## config.mk

```make
export PLATFORM = sky130hd
export DESIGN_NAME = record_serial_type_decoder_core
export DESIGN_NICKNAME = d
export VERILOG_FILES = /design/src/rtl/core/rtd_pkg.sv /design/src/rtl/core/record_serial_type_decoder_core.sv /design/src/rtl/core/rtd_front.sv /design/src/rtl/core/rtd_engine.sv
export SDC_FILE = /design/constraint.sdc
export NUM_CORES = 2
export LEC_CHECK = 0
export BUFFER_PORTS_ARGS = -buffer_cell sky130_fd_sc_hd__buf_2
export CORE_AREA = 3 3 643 645
export CTS_BUF_LIST = sky130_fd_sc_hd__clkbuf_8
export DETAILED_ROUTE_END_ITERATION = 12
export DIE_AREA = 0 0 646 648
export PLACE_DENSITY_LB_ADDON = 0.05
export REMOVE_ABC_BUFFERS = 1
export SLEW_MARGIN = 10
export SYNTH_ARGS = -nofsm -noshare
export SYNTH_HDL_FRONTEND = slang
export SYNTH_SLANG_ARGS = --single-unit
```

## constraint.sdc

```tcl
create_clock -name clk -period 12.4 [get_ports clk]
set_input_delay 0 -clock clk [delete_from_list [all_inputs] [get_ports clk]]
set_output_delay 0 -clock clk [all_outputs]
set_load 0.05 [all_outputs]
```

## src/rtl/core/rtd_pkg.sv

```systemverilog
// ---------------------------------------------------------------------------
// rtd_pkg: shared types and helpers for the record serial-type decoder
// Holds the phase and class codes, the queued input word, the result kinds
// and the serial-type classification used by the decoding engine.
// ---------------------------------------------------------------------------
package rtd_pkg;

    // Number of columns kept per record (column_index is 5 bits wide).
    localparam int unsigned CAPACITY    = 32;
    localparam int unsigned COL_W       = $clog2(CAPACITY);
    localparam int unsigned COUNT_W     = COL_W + 1;
    localparam int unsigned QUEUE_DEPTH = 4;
    localparam int unsigned QPTR_W      = $clog2(QUEUE_DEPTH);

    typedef enum logic [1:0] {
        PH_IDLE,
        PH_HSIZE,
        PH_TYPES,
        PH_BODY
    } phase_t;

    typedef enum logic [2:0] {
        CL_NULL,
        CL_INT,
        CL_FLOAT,
        CL_CONST0,
        CL_CONST1,
        CL_BLOB,
        CL_TEXT
    } cls_t;

    // Result kinds as they appear on the output.
    localparam logic [2:0] KIND_NULL  = 3'd0;
    localparam logic [2:0] KIND_INT   = 3'd1;
    localparam logic [2:0] KIND_FLOAT = 3'd2;
    localparam logic [2:0] KIND_BLOB  = 3'd3;
    localparam logic [2:0] KIND_TEXT  = 3'd4;
    localparam logic [2:0] KIND_EMPTY = 3'd5;

    typedef struct packed {
        logic [15:0] length;
        logic        start;
        logic [7:0]  data;
    } in_word_t;

    typedef struct packed {
        cls_t        cls;
        logic [15:0] len;
        logic        big;   // length does not fit in 16 bits
    } cls_info_t;

    typedef struct packed {
        logic [63:0] accum;
        logic [3:0]  count;
        logic        done;
    } vint_t;

    typedef struct packed {
        logic [QPTR_W:0] count;
    } front_status_t;

    typedef struct packed {
        phase_t phase;
        logic   scan;
    } engine_status_t;

    // Serial type to column class and body length.
    function automatic cls_info_t classify(input logic [63:0] t);
        cls_info_t   r;
        logic [62:0] l;
        begin
            r.cls = CL_NULL;
            r.len = '0;
            r.big = 1'b0;
            // For both blob and text the length is (t >> 1) - 6.
            l = t[63:1] - 63'd6;
            priority if (t[63])
            begin
                r.cls = CL_NULL;
            end
            else if (t >= 64'd1 && t <= 64'd6)
            begin
                r.cls = CL_INT;
                unique case (t[2:0])
                    3'd1:    r.len = 16'd1;
                    3'd2:    r.len = 16'd2;
                    3'd3:    r.len = 16'd3;
                    3'd4:    r.len = 16'd4;
                    3'd5:    r.len = 16'd6;
                    default: r.len = 16'd8;
                endcase
            end
            else if (t == 64'd7)
            begin
                r.cls = CL_FLOAT;
                r.len = 16'd8;
            end
            else if (t == 64'd8)
            begin
                r.cls = CL_CONST0;
            end
            else if (t == 64'd9)
            begin
                r.cls = CL_CONST1;
            end
            else if (t >= 64'd12)
            begin
                r.cls = t[0] ? CL_TEXT : CL_BLOB;
                r.len = l[15:0];
                r.big = |l[62:16];
            end
            else
            begin
                r.cls = CL_NULL;
            end
            return r;
        end
    endfunction

    // One byte into a varint: seven bits for the first eight bytes, then eight.
    function automatic vint_t vint_push(input logic [63:0] accum, input logic [3:0] count,
                                        input logic [7:0] b);
        vint_t r;
        begin
            if (count < 4'd8)
            begin
                r.accum = {accum[56:0], b[6:0]};
                r.done  = ~b[7];
            end
            else
            begin
                r.accum = {accum[55:0], b};
                r.done  = 1'b1;
            end
            r.count = count + 4'd1;
            return r;
        end
    endfunction

endpackage

```

## src/rtl/core/record_serial_type_decoder_core.sv

```systemverilog
// ---------------------------------------------------------------------------
// record_serial_type_decoder_core: streaming record format decoder
// Decodes a record payload, one byte per word, into per-column results.
// ---------------------------------------------------------------------------
// Each input word carries one payload byte. The word flagged as a record start
// also carries the payload length. The header-size and serial-type varints are
// decoded into a 32-entry column table, taking one header byte per cycle while
// a word is queued and the output is not stalled. The body is then decoded
// column by column. Opening a column is a scan step in which no word is
// taken. A column that needs body bytes then takes one byte per cycle under
// the same conditions and gives at most one result per byte. A column that
// needs none (null, the constants 0 and 1, empty text, a blob marker, or a
// column past the end of the record) is finished in its opening step. A
// last scan step closes the body after its last column, and a run of
// columns that need no body bytes stalls the input while they are opened.
// A four-word queue sits in front of the engine. The engine stops whenever a
// result waits on the output, and the single result register lets a new
// result be formed in the same cycle that the previous one is taken.
// ---------------------------------------------------------------------------
module record_serial_type_decoder_core
(
    input  logic        clk,
    input  logic        rst_n,
    input  logic        s_tvalid,
    output logic        s_tready,
    input  logic [23:0] s_tdata,   // [7:0] data_byte, [23:8] record_length
    input  logic        s_tuser,   // [0] record_start
    output logic        m_tvalid,
    input  logic        m_tready,
    output logic [71:0] m_tdata,   // [4:0] column_index, [68:5] value, rest zero
    output logic [4:0]  m_tuser,   // [2:0] kind, [3] column_done, [4] truncated
    output logic        m_tlast    // record_done
);

    rtd_pkg::in_word_t       in_word;
    rtd_pkg::in_word_t       q_word;
    logic                    q_valid;
    logic                    q_pop;
    rtd_pkg::front_status_t  front_status;
    rtd_pkg::engine_status_t engine_status;

    logic [4:0]  out_column;
    logic [2:0]  out_kind;
    logic [63:0] out_value;
    logic        out_cdone;
    logic        out_rdone;
    logic        out_trunc;

    assign in_word.data   = s_tdata[7:0];
    assign in_word.length = s_tdata[23:8];
    assign in_word.start  = s_tuser;

    // Front end: absorbs the incoming stream while the engine is busy.
    rtd_front u_front
    (
        .clk      (clk),
        .rst_n    (rst_n),
        .in_valid (s_tvalid),
        .in_ready (s_tready),
        .in_word  (in_word),
        .q_valid  (q_valid),
        .q_word   (q_word),
        .q_pop    (q_pop),
        .status   (front_status)
    );

    // Back end: header parsing, column table and body decoding.
    rtd_engine u_engine
    (
        .clk        (clk),
        .rst_n      (rst_n),
        .q_valid    (q_valid),
        .q_word     (q_word),
        .q_pop      (q_pop),
        .out_valid  (m_tvalid),
        .out_ready  (m_tready),
        .out_column (out_column),
        .out_kind   (out_kind),
        .out_value  (out_value),
        .out_cdone  (out_cdone),
        .out_rdone  (out_rdone),
        .out_trunc  (out_trunc),
        .status     (engine_status)
    );

    assign m_tdata = {3'd0, out_value, out_column};
    assign m_tuser = {out_trunc, out_cdone, out_kind};
    assign m_tlast = out_rdone;

    // The column scan only ever runs while a record body is being decoded.
    a_scan_in_body: assert property (@(posedge clk) disable iff (!rst_n)
        engine_status.scan |-> engine_status.phase == rtd_pkg::PH_BODY)
        else $error("column scan active outside the body phase");

    // The last result of a record always closes its column.
    a_rdone_cdone: assert property (@(posedge clk) disable iff (!rst_n)
        m_tvalid && m_tlast |-> m_tuser[3])
        else $error("record done without column done");

    // The queue never holds more words than it has room for.
    a_queue_bound: assert property (@(posedge clk) disable iff (!rst_n)
        front_status.count <= (rtd_pkg::QPTR_W+1)'(rtd_pkg::QUEUE_DEPTH))
        else $error("input queue overfilled");

    // The engine only takes a word when the result register can accept one.
    a_pop_slot: assert property (@(posedge clk) disable iff (!rst_n)
        q_pop |-> !m_tvalid || m_tready)
        else $error("word taken while a result was stalled");

endmodule

```

## src/rtl/core/rtd_front.sv

```systemverilog
// ---------------------------------------------------------------------------
// rtd_front: input side of the decoder
// Takes payload words from the stream and holds them in a short queue so
// that the engine and the upstream source stall independently.
// ---------------------------------------------------------------------------
module rtd_front
(
    input  logic                    clk,
    input  logic                    rst_n,
    input  logic                    in_valid,
    output logic                    in_ready,
    input  rtd_pkg::in_word_t       in_word,
    output logic                    q_valid,
    output rtd_pkg::in_word_t       q_word,
    input  logic                    q_pop,
    output rtd_pkg::front_status_t  status
);

    rtd_pkg::in_word_t mem [rtd_pkg::QUEUE_DEPTH];

    logic [rtd_pkg::QPTR_W-1:0] wr_ptr_reg, wr_ptr_next;
    logic [rtd_pkg::QPTR_W-1:0] rd_ptr_reg, rd_ptr_next;
    logic [rtd_pkg::QPTR_W:0]   count_reg, count_next;
    logic                       push;
    logic                       pop;

    assign in_ready = (count_reg != rtd_pkg::QPTR_W'(0) + (rtd_pkg::QPTR_W+1)'(rtd_pkg::QUEUE_DEPTH));
    assign push     = in_valid && in_ready;
    assign pop      = q_pop && q_valid;
    assign q_valid  = (count_reg != '0);
    assign q_word   = mem[rd_ptr_reg];
    assign status.count = count_reg;

    always_comb
    begin
        wr_ptr_next = push ? wr_ptr_reg + 1'b1 : wr_ptr_reg;
        rd_ptr_next = pop ? rd_ptr_reg + 1'b1 : rd_ptr_reg;
        count_next  = count_reg + (rtd_pkg::QPTR_W+1)'(push) - (rtd_pkg::QPTR_W+1)'(pop);
    end

    always_ff @(posedge clk or negedge rst_n)
    begin
        if (!rst_n)
        begin
            wr_ptr_reg <= '0;
            rd_ptr_reg <= '0;
            count_reg  <= '0;
        end
        else
        begin
            wr_ptr_reg <= wr_ptr_next;
            rd_ptr_reg <= rd_ptr_next;
            count_reg  <= count_next;
        end
    end

    always_ff @(posedge clk)
    begin
        if (push)
        begin
            mem[wr_ptr_reg] <= in_word;
        end
    end

endmodule

```

## src/rtl/core/rtd_engine.sv

```systemverilog
// ---------------------------------------------------------------------------
// rtd_engine: record decoding engine
// Walks the header varints into the column table, then decodes the body
// column by column into results held in an output register.
// ---------------------------------------------------------------------------
module rtd_engine
(
    input  logic                     clk,
    input  logic                     rst_n,
    input  logic                     q_valid,
    input  rtd_pkg::in_word_t        q_word,
    output logic                     q_pop,
    output logic                     out_valid,
    input  logic                     out_ready,
    output logic [4:0]               out_column,
    output logic [2:0]               out_kind,
    output logic [63:0]              out_value,
    output logic                     out_cdone,
    output logic                     out_rdone,
    output logic                     out_trunc,
    output rtd_pkg::engine_status_t  status
);

    localparam int unsigned CW = rtd_pkg::COL_W;
    localparam int unsigned NW = rtd_pkg::COUNT_W;

    logic [63:0] type_table [rtd_pkg::CAPACITY];

    rtd_pkg::phase_t phase_reg, phase_next;
    logic [15:0]   bl_reg, bl_next;
    logic [15:0]   hl_reg, hl_next;
    logic [63:0]   va_reg, va_next;
    logic [3:0]    vc_reg, vc_next;
    logic [NW-1:0] ccount_reg, ccount_next;
    logic [NW-1:0] cc_reg, cc_next;
    logic [15:0]   cbl_reg, cbl_next;
    logic [63:0]   vacc_reg, vacc_next;
    logic          ovf_reg, ovf_next;
    logic          scan_reg, scan_next;
    logic          avz_reg, avz_next;

    logic          ov_reg, ov_next;
    logic [4:0]    ocol_reg;
    logic [2:0]    okind_reg;
    logic [63:0]   oval_reg;
    logic          ocd_reg, ord_reg, otr_reg;

    logic            slot;
    logic            emit;
    logic [2:0]      e_kind;
    logic [63:0]     e_val;
    logic            e_cdone;
    logic            e_rdone;
    logic            tbl_we;
    logic [CW-1:0]   tbl_addr;
    logic [63:0]     tbl_data;
    logic            ph_change;
    rtd_pkg::phase_t ph_target;
    rtd_pkg::cls_info_t ti;

    assign slot = !ov_reg || out_ready;
    assign ti   = rtd_pkg::classify(type_table[cc_reg[CW-1:0]]);

    // Datapath and control decisions.
    always_comb
    begin
        rtd_pkg::phase_t ph_e;
        logic [15:0]   bl_e;
        logic [15:0]   bl_n;
        logic [15:0]   hl_n;
        logic [NW-1:0] ccount_e;
        logic          avail0;
        logic          too_long;
        logic          adv;
        logic [63:0]   hl_w;
        logic [63:0]   v;
        rtd_pkg::vint_t vp;

        bl_next     = bl_reg;
        hl_next     = hl_reg;
        va_next     = va_reg;
        vc_next     = vc_reg;
        ccount_next = ccount_reg;
        cc_next     = cc_reg;
        cbl_next    = cbl_reg;
        vacc_next   = vacc_reg;
        ovf_next    = ovf_reg;
        scan_next   = scan_reg;
        avz_next    = avz_reg;
        q_pop       = 1'b0;
        emit        = 1'b0;
        e_kind      = rtd_pkg::KIND_NULL;
        e_val       = '0;
        e_cdone     = 1'b1;
        tbl_we      = 1'b0;
        tbl_addr    = '0;
        tbl_data    = '0;
        ph_change   = 1'b0;
        ph_target   = rtd_pkg::PH_IDLE;
        ph_e        = phase_reg;
        bl_e        = bl_reg;
        bl_n        = bl_reg;
        hl_n        = hl_reg;
        ccount_e    = ccount_reg;
        avail0      = 1'b0;
        too_long    = 1'b0;
        adv         = 1'b0;
        hl_w        = '0;
        v           = '0;
        vp          = '0;

        if (scan_reg)
        begin
            if (slot)
            begin
                if (cc_reg >= ccount_reg)
                begin
                    scan_next = 1'b0;
                    cbl_next  = '0;
                    ph_change = 1'b1;
                    ph_target = rtd_pkg::PH_IDLE;
                end
                else
                begin
                    avail0   = avz_reg || (bl_reg == '0);
                    too_long = ti.big || (ti.len > bl_reg);
                    adv      = 1'b1;
                    if (avail0)
                    begin
                        emit = 1'b1;
                    end
                    else
                    begin
                        unique case (ti.cls)
                            rtd_pkg::CL_CONST0, rtd_pkg::CL_CONST1:
                            begin
                                emit   = 1'b1;
                                e_kind = rtd_pkg::KIND_INT;
                                e_val  = {63'd0, ti.cls == rtd_pkg::CL_CONST1};
                            end
                            rtd_pkg::CL_INT, rtd_pkg::CL_FLOAT:
                            begin
                                if (too_long)
                                begin
                                    emit     = 1'b1;
                                    avz_next = 1'b1;
                                end
                                else
                                begin
                                    cbl_next  = ti.len;
                                    vacc_next = '0;
                                    scan_next = 1'b0;
                                    adv       = 1'b0;
                                end
                            end
                            rtd_pkg::CL_BLOB:
                            begin
                                emit   = 1'b1;
                                e_kind = rtd_pkg::KIND_BLOB;
                                if (too_long)
                                begin
                                    avz_next = 1'b1;
                                end
                                else if (ti.len != '0)
                                begin
                                    cbl_next  = ti.len;
                                    scan_next = 1'b0;
                                    adv       = 1'b0;
                                end
                            end
                            rtd_pkg::CL_TEXT:
                            begin
                                if (!ti.big && ti.len == '0)
                                begin
                                    emit   = 1'b1;
                                    e_kind = rtd_pkg::KIND_EMPTY;
                                end
                                else if (too_long)
                                begin
                                    emit     = 1'b1;
                                    avz_next = 1'b1;
                                end
                                else
                                begin
                                    cbl_next  = ti.len;
                                    scan_next = 1'b0;
                                    adv       = 1'b0;
                                end
                            end
                            default:
                            begin
                                emit = 1'b1;
                            end
                        endcase
                    end
                    if (adv)
                    begin
                        cc_next = cc_reg + 1'b1;
                    end
                end
            end
        end
        else if (q_valid && slot)
        begin
            q_pop = 1'b1;
            // A start word resets the record state before the byte is used.
            if (q_word.start)
            begin
                bl_e        = q_word.length;
                ph_e        = (q_word.length == '0) ? rtd_pkg::PH_IDLE : rtd_pkg::PH_HSIZE;
                ccount_e    = '0;
                bl_next     = q_word.length;
                hl_next     = '0;
                va_next     = '0;
                vc_next     = '0;
                ccount_next = '0;
                cc_next     = '0;
                cbl_next    = '0;
                vacc_next   = '0;
                ovf_next    = 1'b0;
                ph_change   = 1'b1;
                ph_target   = ph_e;
            end

            if (ph_e == rtd_pkg::PH_IDLE || bl_e == '0)
            begin
                ph_change = 1'b1;
                ph_target = rtd_pkg::PH_IDLE;
            end
            else
            begin
                bl_n    = bl_e - 16'd1;
                bl_next = bl_n;
                unique case (ph_e)
                    rtd_pkg::PH_HSIZE:
                    begin
                        vp      = rtd_pkg::vint_push(q_word.start ? 64'd0 : va_reg,
                                                     q_word.start ? 4'd0 : vc_reg, q_word.data);
                        va_next = vp.accum;
                        vc_next = vp.count;
                        if (vp.done)
                        begin
                            va_next = '0;
                            vc_next = '0;
                            if (vp.accum <= {60'd0, vp.count} || bl_n == '0)
                            begin
                                ph_change = 1'b1;
                                ph_target = rtd_pkg::PH_IDLE;
                            end
                            else
                            begin
                                hl_w      = vp.accum - {60'd0, vp.count};
                                hl_next   = (|hl_w[63:16]) ? 16'hFFFF : hl_w[15:0];
                                ph_change = 1'b1;
                                ph_target = rtd_pkg::PH_TYPES;
                            end
                        end
                        else if (bl_n == '0)
                        begin
                            ph_change = 1'b1;
                            ph_target = rtd_pkg::PH_IDLE;
                        end
                    end
                    rtd_pkg::PH_TYPES:
                    begin
                        hl_n    = (hl_reg != '0) ? hl_reg - 16'd1 : 16'd0;
                        hl_next = hl_n;
                        vp      = rtd_pkg::vint_push(va_reg, vc_reg, q_word.data);
                        va_next = vp.accum;
                        vc_next = vp.count;
                        if (vp.done)
                        begin
                            if (ccount_reg < NW'(rtd_pkg::CAPACITY))
                            begin
                                tbl_we      = 1'b1;
                                tbl_addr    = ccount_reg[CW-1:0];
                                tbl_data    = vp.accum;
                                ccount_e    = ccount_reg + 1'b1;
                                ccount_next = ccount_e;
                            end
                            else
                            begin
                                ovf_next = 1'b1;
                            end
                            va_next = '0;
                            vc_next = '0;
                        end
                        if (hl_n == '0 || bl_n == '0)
                        begin
                            ph_change = 1'b1;
                            if (ccount_e == '0)
                            begin
                                ph_target = rtd_pkg::PH_IDLE;
                            end
                            else
                            begin
                                va_next   = '0;
                                vc_next   = '0;
                                cc_next   = '0;
                                cbl_next  = '0;
                                vacc_next = '0;
                                ph_target = rtd_pkg::PH_BODY;
                                scan_next = 1'b1;
                                avz_next  = 1'b0;
                            end
                        end
                    end
                    rtd_pkg::PH_BODY:
                    begin
                        if (cbl_reg != '0 && cc_reg < ccount_reg)
                        begin
                            cbl_next = cbl_reg - 16'd1;
                            if (ti.cls == rtd_pkg::CL_TEXT)
                            begin
                                emit    = 1'b1;
                                e_kind  = rtd_pkg::KIND_TEXT;
                                e_val   = {56'd0, q_word.data};
                                e_cdone = (cbl_next == '0);
                            end
                            else if (ti.cls == rtd_pkg::CL_INT || ti.cls == rtd_pkg::CL_FLOAT)
                            begin
                                v         = {vacc_reg[55:0], q_word.data};
                                vacc_next = v;
                                if (cbl_next == '0)
                                begin
                                    emit   = 1'b1;
                                    e_kind = (ti.cls == rtd_pkg::CL_INT) ? rtd_pkg::KIND_INT
                                                                         : rtd_pkg::KIND_FLOAT;
                                    e_val  = v;
                                    if (ti.cls == rtd_pkg::CL_INT)
                                    begin
                                        unique case (ti.len[3:0])
                                            4'd1:    e_val = {{56{v[7]}}, v[7:0]};
                                            4'd2:    e_val = {{48{v[15]}}, v[15:0]};
                                            4'd3:    e_val = {{40{v[23]}}, v[23:0]};
                                            4'd4:    e_val = {{32{v[31]}}, v[31:0]};
                                            4'd6:    e_val = {{16{v[47]}}, v[47:0]};
                                            default: e_val = v;
                                        endcase
                                    end
                                end
                            end
                            if (cbl_next == '0)
                            begin
                                cc_next   = cc_reg + 1'b1;
                                scan_next = 1'b1;
                                avz_next  = 1'b0;
                            end
                        end
                        else
                        begin
                            scan_next = 1'b1;
                            avz_next  = 1'b0;
                        end
                    end
                    default:
                    begin
                        ph_change = 1'b1;
                        ph_target = rtd_pkg::PH_IDLE;
                    end
                endcase
            end
        end

        e_rdone = e_cdone && ({1'b0, cc_reg} + 1'b1 == {1'b0, ccount_reg});
    end

    // Next phase.
    always_comb
    begin
        phase_next = ph_change ? ph_target : phase_reg;
    end

    // Output register control.
    always_comb
    begin
        if (emit)
        begin
            ov_next = 1'b1;
        end
        else if (out_ready)
        begin
            ov_next = 1'b0;
        end
        else
        begin
            ov_next = ov_reg;
        end
    end

    always_ff @(posedge clk or negedge rst_n)
    begin
        if (!rst_n)
        begin
            phase_reg  <= rtd_pkg::PH_IDLE;
            bl_reg     <= '0;
            hl_reg     <= '0;
            va_reg     <= '0;
            vc_reg     <= '0;
            ccount_reg <= '0;
            cc_reg     <= '0;
            cbl_reg    <= '0;
            vacc_reg   <= '0;
            ovf_reg    <= 1'b0;
            scan_reg   <= 1'b0;
            avz_reg    <= 1'b0;
            ov_reg     <= 1'b0;
        end
        else
        begin
            phase_reg  <= phase_next;
            bl_reg     <= bl_next;
            hl_reg     <= hl_next;
            va_reg     <= va_next;
            vc_reg     <= vc_next;
            ccount_reg <= ccount_next;
            cc_reg     <= cc_next;
            cbl_reg    <= cbl_next;
            vacc_reg   <= vacc_next;
            ovf_reg    <= ovf_next;
            scan_reg   <= scan_next;
            avz_reg    <= avz_next;
            ov_reg     <= ov_next;
        end
    end

    always_ff @(posedge clk)
    begin
        if (tbl_we)
        begin
            type_table[tbl_addr] <= tbl_data;
        end
        if (emit)
        begin
            ocol_reg  <= cc_reg[CW-1:0];
            okind_reg <= e_kind;
            oval_reg  <= e_val;
            ocd_reg   <= e_cdone;
            ord_reg   <= e_rdone;
            otr_reg   <= ovf_reg;
        end
    end

    assign out_valid    = ov_reg;
    assign out_column   = ocol_reg;
    assign out_kind     = okind_reg;
    assign out_value    = oval_reg;
    assign out_cdone    = ocd_reg;
    assign out_rdone    = ord_reg;
    assign out_trunc    = otr_reg;
    assign status.phase = phase_reg;
    assign status.scan  = scan_reg;

endmodule
```

# After elaboration in Yosys (flattened, before gate mapping)
# Memory sizes are Yosys's and may differ from the RTL's.
# Cells that the tools add are included.
[op_classes]
add_sub_neg = 14
multipliers = 0
div_mod_pow = 0
order_cmp = 10
n_eq_ne = 41
shift = 0
muxes = 240
n_bitwise = 2
n_reduce_logical = 42
[op_table]
columns = ["operator", "count"]
rows = [
  ["$mux W64", 44],
  ["$mux W16", 24],
  ["$pmux W64 S5", 1],
  ["$pmux W64 S2", 2],
  ["$eq A64 B4 Y1 const B", 2],
  ["$mux W6", 20],
  ["$logic_not A16 Y1", 7],
  ["$mux W1", 87],
  ["$mux W17", 4],
  ["$eq A64 B3 Y1 const B", 1],
  ["$ge A64 B1 Y1 const B", 1],
  ["$ge A64 B4 Y1 const B", 1],
  ["$le A64 B3 Y1 const B", 1],
  ["$le A64 B4 Y1", 1],
  ["$pmux W16 S2", 2],
  ["$sub A64 B4 Y64", 1],
  ["$sub A63 B3 Y63 const B", 1],
  ["$mux W3", 16],
  ["$pmux W16 S3", 1],
  ["$reduce_bool A16 Y1", 3],
  ["$reduce_or A48 Y1", 1],
  ["$sub A16 B1 Y16 const B", 3],
  ["$reduce_or A47 Y1", 1],
  ["$mux W19", 2],
  ["53 further kinds", 122],
]
[word_totals]
register_bits = 280
latch_bits = 0
ramBits = 2148
mem_bits_ro = 0
output_inout_bits = 80
elab_cells = 373
n_memories = 2
[mem_list]
columns = ["name", "depth", "word_bits", "rd", "rd_clocked_by_memory_dff", "write_ports", "line_no", "source"]
rows = [
  ["u_engine.type_table", 32, 64, 1, 0, 1, "rtd_engine.sv:27", "logic [63:0] type_table [rtd_pkg::CAPACITY];"],
  ["u_front.mem", 4, 25, 1, 0, 1, "rtd_front.sv:19", "rtd_pkg::in_word_t mem [rtd_pkg::QUEUE_DEPTH];"],
]

# Depth between registers and ports, before layout
# An unclocked memory read counts as a cell.
[depth]
word_depth = 23
depth_mapped = 37
depth_no_buf = 30

# By module
# A second synthesis with hierarchy kept.
[unflattened]
hier_cells = 6061
hier_area_um2 = 101780.1
[by_module_without_submodules]
columns = ["mod", "instances", "cells_per_inst", "area_per_inst_um2", "seq_area_each_um2"]
rows = [
  ["rtd_engine", 1, 5883, 97614.9, 68330.5],
  ["rtd_front", 1, 172, 4124.0, 3178.0],
  ["record_serial_type_decoder_core", 1, 6, 41.3, 0.0],
]

# Worst setup path after synthesis
# OpenSTA, ideal clock, no wires.
[synth_timing]
path_kind = "reg2reg"
from = "register u_front.rd_ptr_reg[0] (netlist bit)"
to = "memory u_engine.type_table[19][0], enable pin"
t_arrival_ns = 9.282
path_slack_ns = 2.553
stages_incl_launch_ff = 22
path_buffers = 10
period_less_slack_ns = 9.847
cell_sequence = "dfrtp_1 > buf_6 > mux4_2 > clkbuf_1 > buf_2 > clkbuf_1 > clkbuf_1 > buf_1 > buf_2 > buf_1 > clkbuf_1 > a21oi_1 > ha_1 > o2111a_1 > and2_1 > a21oi_1 > and3_1 > clkbuf_1 > nand2_1 > nor2_1 > nand2_1 > nor3_1"
[synth_between]
elab_chain_cells = 14
[synth_rtl]
columns = ["item", "line_no", "source"]
rows = [
  ["from (decl)", "rtd_front.sv:22", "logic [rtd_pkg::QPTR_W-1:0] rd_ptr_reg, rd_ptr_next;"],
  ["from (signal assigned)", "rtd_front.sv:52", "rd_ptr_reg <= rd_ptr_next;"],
  ["$mem_v2 Z4 W25 *", "--", ""],
  ["parallel branches: the longest is 13 deep, another holds $logic_not A16 Y1", "--", ""],
  ["to (decl)", "rtd_engine.sv:27", ""],
]
# Mark *: on every way between the ends. The select of a mux whose other input is x is not followed.

# Worst setup path in the final report
[layout_timing]
from = "register u_engine.cc_reg[0]"
to = "register u_engine.cbl_reg[14]"
[layout_between]
elab_chain_cells = 17
[layout_rtl]
columns = ["item", "line_no", "source"]
rows = [
  ["from (decl)", "rtd_engine.sv:35", "logic [NW-1:0] cc_reg, cc_next;"],
  ["from (signal assigned)", "rtd_engine.sv:417", "cc_reg <= cc_next;"],
  ["$mem_v2 Z32 W64", "--", ""],
  ["$sub A63 B3 Y63 / $ge A64 B4 Y1 (equally long branches)", "rtd_pkg.sv:76, rtd_pkg.sv:106", ""],
  ["$mux W17 / $reduce_or A47 Y1 (equally long branches)", "rtd_pkg.sv:106, rtd_pkg.sv:110", ""],
  ["$mux W17, on equally long branches", "rtd_pkg.sv:102, rtd_pkg.sv:106", ""],
  ["$mux W17, on equally long branches", "rtd_pkg.sv:98, rtd_pkg.sv:102", ""],
  ["$mux W19 / $mux W17 (equally long branches)", "rtd_pkg.sv:93, rtd_pkg.sv:98", ""],
  ["$mux W19 / $mux W1 (equally long branches)", "rtd_pkg.sv:81, rtd_pkg.sv:93", ""],
  ["$mux W17 / $mux W1 (equally long branches)", "rtd_pkg.sv:77, rtd_pkg.sv:81", ""],
  ["$gt A16 B16 Y1 / $mux W17 (equally long branches)", "rtd_engine.sv:126, rtd_pkg.sv:77", ""],
  ["$logic_or A1 B1 Y1", "rtd_engine.sv:126", "too_long = ti.big || (ti.len > bl_reg);"],
  ["$mux W16", "rtd_engine.sv:143, rtd_engine.sv:178", ""],
  ["$mux W16", "rtd_engine.sv:173", "if (!ti.big && ti.len == '0)"],
  ["$pmux W16 S3", "rtd_engine.sv:134", "unique case (ti.cls)"],
  ["$mux W16", "rtd_engine.sv:128", "if (avail0)"],
  ["$mux W16", "rtd_engine.sv:116", "if (cc_reg >= ccount_reg)"],
  ["$mux W16", "rtd_engine.sv:114", "if (slot)"],
  ["$mux W16", "rtd_engine.sv:112", "if (scan_reg)"],
  ["to (signal assigned)", "rtd_engine.sv:418", "cbl_reg <= cbl_next;"],
  ["to (decl)", "rtd_engine.sv:36", "logic [15:0] cbl_reg, cbl_next;"],
]
# Parallel ways exist; a longest one is shown, timed or not. The select of a mux whose other input is x is not followed.
# A chain may end at the register's enable or synchronous reset.

==> impl_metrics.yaml <==
outcome:
  status: "finished clean"
place:
  portBuffers: 105
  place.gp.congestion: 0.801
  place_hpwl_um: 231000
  preCtsSetupSlack_ps: 2620
timing:
  timing.hold.ws_ps: 157
  layout_setup_ws_ps: 2280
  finalSetupViolations: 0
  rsz0062_at_grt: "no"
  worstMarginPinSlew_ps: 1210
  final_hold_viol_count: 0
  post-route-period-util: 0.816
  worst_slew_margin_rel: 0.191
  slew_viol_final: 0
  fmax_mhz: 98.8
  skew_ps: 76.2
  min_period_ps: 10120
synth:
  yosys_warnings: 0
  synth_top_area_frac: 0.654
  syn_inst: 6521
  synth_ff_type: "edfxtp_1"
  yosys-top-cells-area: "edfxtp_1 65%, mux2i_1 8.1%, dfrtp_1 4.7%"
  syn_area_per_cell_um2: 15.7
  yosysUniqueCellTypes: 105
  synth-edff-count: 2223
  ys_seq_area_frac: 0.701
  ys_ff_latch: 2413
  syn_area_mm2: 0.102
  async_reset_ff_frac: 0.0787
  synth_largest_area_cell: "edfxtp_1"
worst_setup_path:
  cp.required_ps: 13370
  path_max_fanout: 35
  r2r-end: "u_engine.cbl_reg[14]"
  endpoint: "u_engine.cbl_reg[14]"
  cp_slowest_cell: "nor3_1"
  crit_path_frequent_cell: "a21oi_1"
  arrival_ps: 11090
  startpoint_type: "flip-flop"
  startpoint: "u_engine.cc_reg[0]"
  timing.rr.start: "u_engine.cc_reg[0]"
  cpPeakStageDelay_ps: 1140
  worstSetupPathType: "flip-flop to flip-flop"
  reg2reg_setup_slack_ps: 2280
  ff2ff_path_depth: 27
  cp-end-kind: "flip-flop"
min_path:
  hold_class: "primary input to async pin"
power:
  p_per_area_mw_per_mm2: 163
  p_total_mw: 19.3
  leakage_nw: 37.2
  ir_drop_v: 0.000150
global_route:
  grt_pass1_vias: 63800
  grt_start_max_net_pins: 103
  track_usage: 0.186
  grt_pass1_wl_um: 546000
  antenna_found_initial: 12
  grt_overflow: 0
layout:
  fin_nets: 7072
  area_delta_synth_final_pct: 16.2
  drive_gt1_frac: 0.166
  fin_util: 0.290
  regMostFlops: "u_engine.type_table"
  largest_register_ff_count: 2048
routing:
  route.detailed.drc: 0
  antenna_left: 0
  first_pass_iters: 7
  wirelength_um: 399000
  vias: 62200
  wire_per_inst_um: 31.1
  drt-initial-drc-count: 4891
  viasPerCell: 4.86
floorplan:
  fp.dieH_um: 648
  die-area_mm2: 0.419
  fp.dieW_um: 646
  core_area_mm2: 0.409
  rows: 235
  initial_core_util: 0.250
  boundaryPins: 109
job:
  drv_cap: 0
cts:
  cts_max_level: 5
  insertion_delay_ps: 1110
  cts_sinks: 2413
  cts_tree: "yes"
  root_buffer: "clkbuf_8"
  cts_buffers: 447
  ctsResizeCount: 0
  clock_path_buffers: 4
  cts.clk_slew.worst_paths_ps: 60
## synthesized netlist by cell type, drive strengths merged (108+ instances only)
library cell / count
mux2i: 825
nand3: 256
mux4: 158
edfxtp: 2223
nor2: 272
a22oi: 401
nand2: 328
nor3: 108
o21ai: 182
clkbuf: 164
dfrtp: 190
a21oi: 221
buf: 226
## cells by family (layout without fill, tap and decap cells)
family	after synthesis	after routing	share of synthesized area
compound gates	1196	1196	0.0811
buf+inv	463	1281	0.0234
xor+xnor	74	74	0.00635
fa+ha+maj	56	56	0.00701
mux	993	993	0.117
other cells	1	9	0.0000367
flops	2413	2413	0.701
simple gates	1325	1325	0.0646
## timing repair
item                       in CTS  in global routing
hold endpoints to repair      371                  0
hold buffers                   57                  0
setup buffers                   0                  0
setup endpoints to repair       0                  0
## where the power goes
group / internal [mW] / switching (mW) / total [mW]
Combinational: 0.906 / 2.32 / 3.22
Clock: 3.47 / 3.53 / 6.99
Sequential: 8.97 / 0.155 / 9.13
## critical path: cells and delay by family (launching register included)
kind	cells	cell delay, ps
adder cells (fa/ha/maj)	1	270
AO/OA/AOI/OAI	11	2460
AND/OR/NAND/NOR	14	5720
buffers and inverters	1	610
flip-flops	1	790
## cell type report
cell class | instances | area, um2
clock inverters | 350 | 1660
well taps | 5451 | 6820
repair buffers | 405 | 3220
inverters | 73 | 274
diodes | 6 | 15.0
clock buffers | 453 | 6230
flip-flops and latches | 2413 | 71500
fillers | 41200 | 290000
multi-input cells | 3647 | 28800
## worst min path at each step
stage                     start  slack (ps)                     to  cells after the start
final                     rst_n         160  u_engine.vacc_reg[38]                      4
after global routing      rst_n         120  u_engine.vacc_reg[39]                      4
after CTS                 rst_n          10  u_engine.vacc_reg[39]                      4
after detailed placement  rst_n          80  u_engine.vacc_reg[52]                      1
after global placement    rst_n          90  u_engine.vacc_reg[52]                      1
after floorplan           rst_n        -300       u_engine.avz_reg                      0
## metrics by stage
stage	TNS (ps)	cell area (um2)	std cells
after detailed placement	0	110000	11900
after global placement	0	110000	11900
after CTS	0	118000	12800
after floorplan	-4027970	100000	6133
after global routing	0	119000	12800
final	0	119000	12800
## routing by layer
metal | part of all wire | vias to the layer above | wire length, um | GRT usage
met5 | 0 | - | 0 | 0
met4 | 0.023 | 0 | 9070 | 0.0436
met3 | 0.035 | 512 | 13800 | 0.0205
met2 | 0.47 | 1464 | 187000 | 0.303
met1 | 0.47 | 33300 | 189000 | 0.264
li1 | - | 27000 | - | -
## placed cells by master, fill, tap and decap left out, drive strengths merged, types with 136 or more instances in the layout
master and n:
nor2 272, a21oi 221, mux2i 825, inv 274
nand3 256, clkbuf 453, buf 349, edfxtp 2223
o21ai 182, nand2 328, dfrtp 190, clkinv 136
mux4 158, a22oi 401
(Power assumes the default switching activity.)
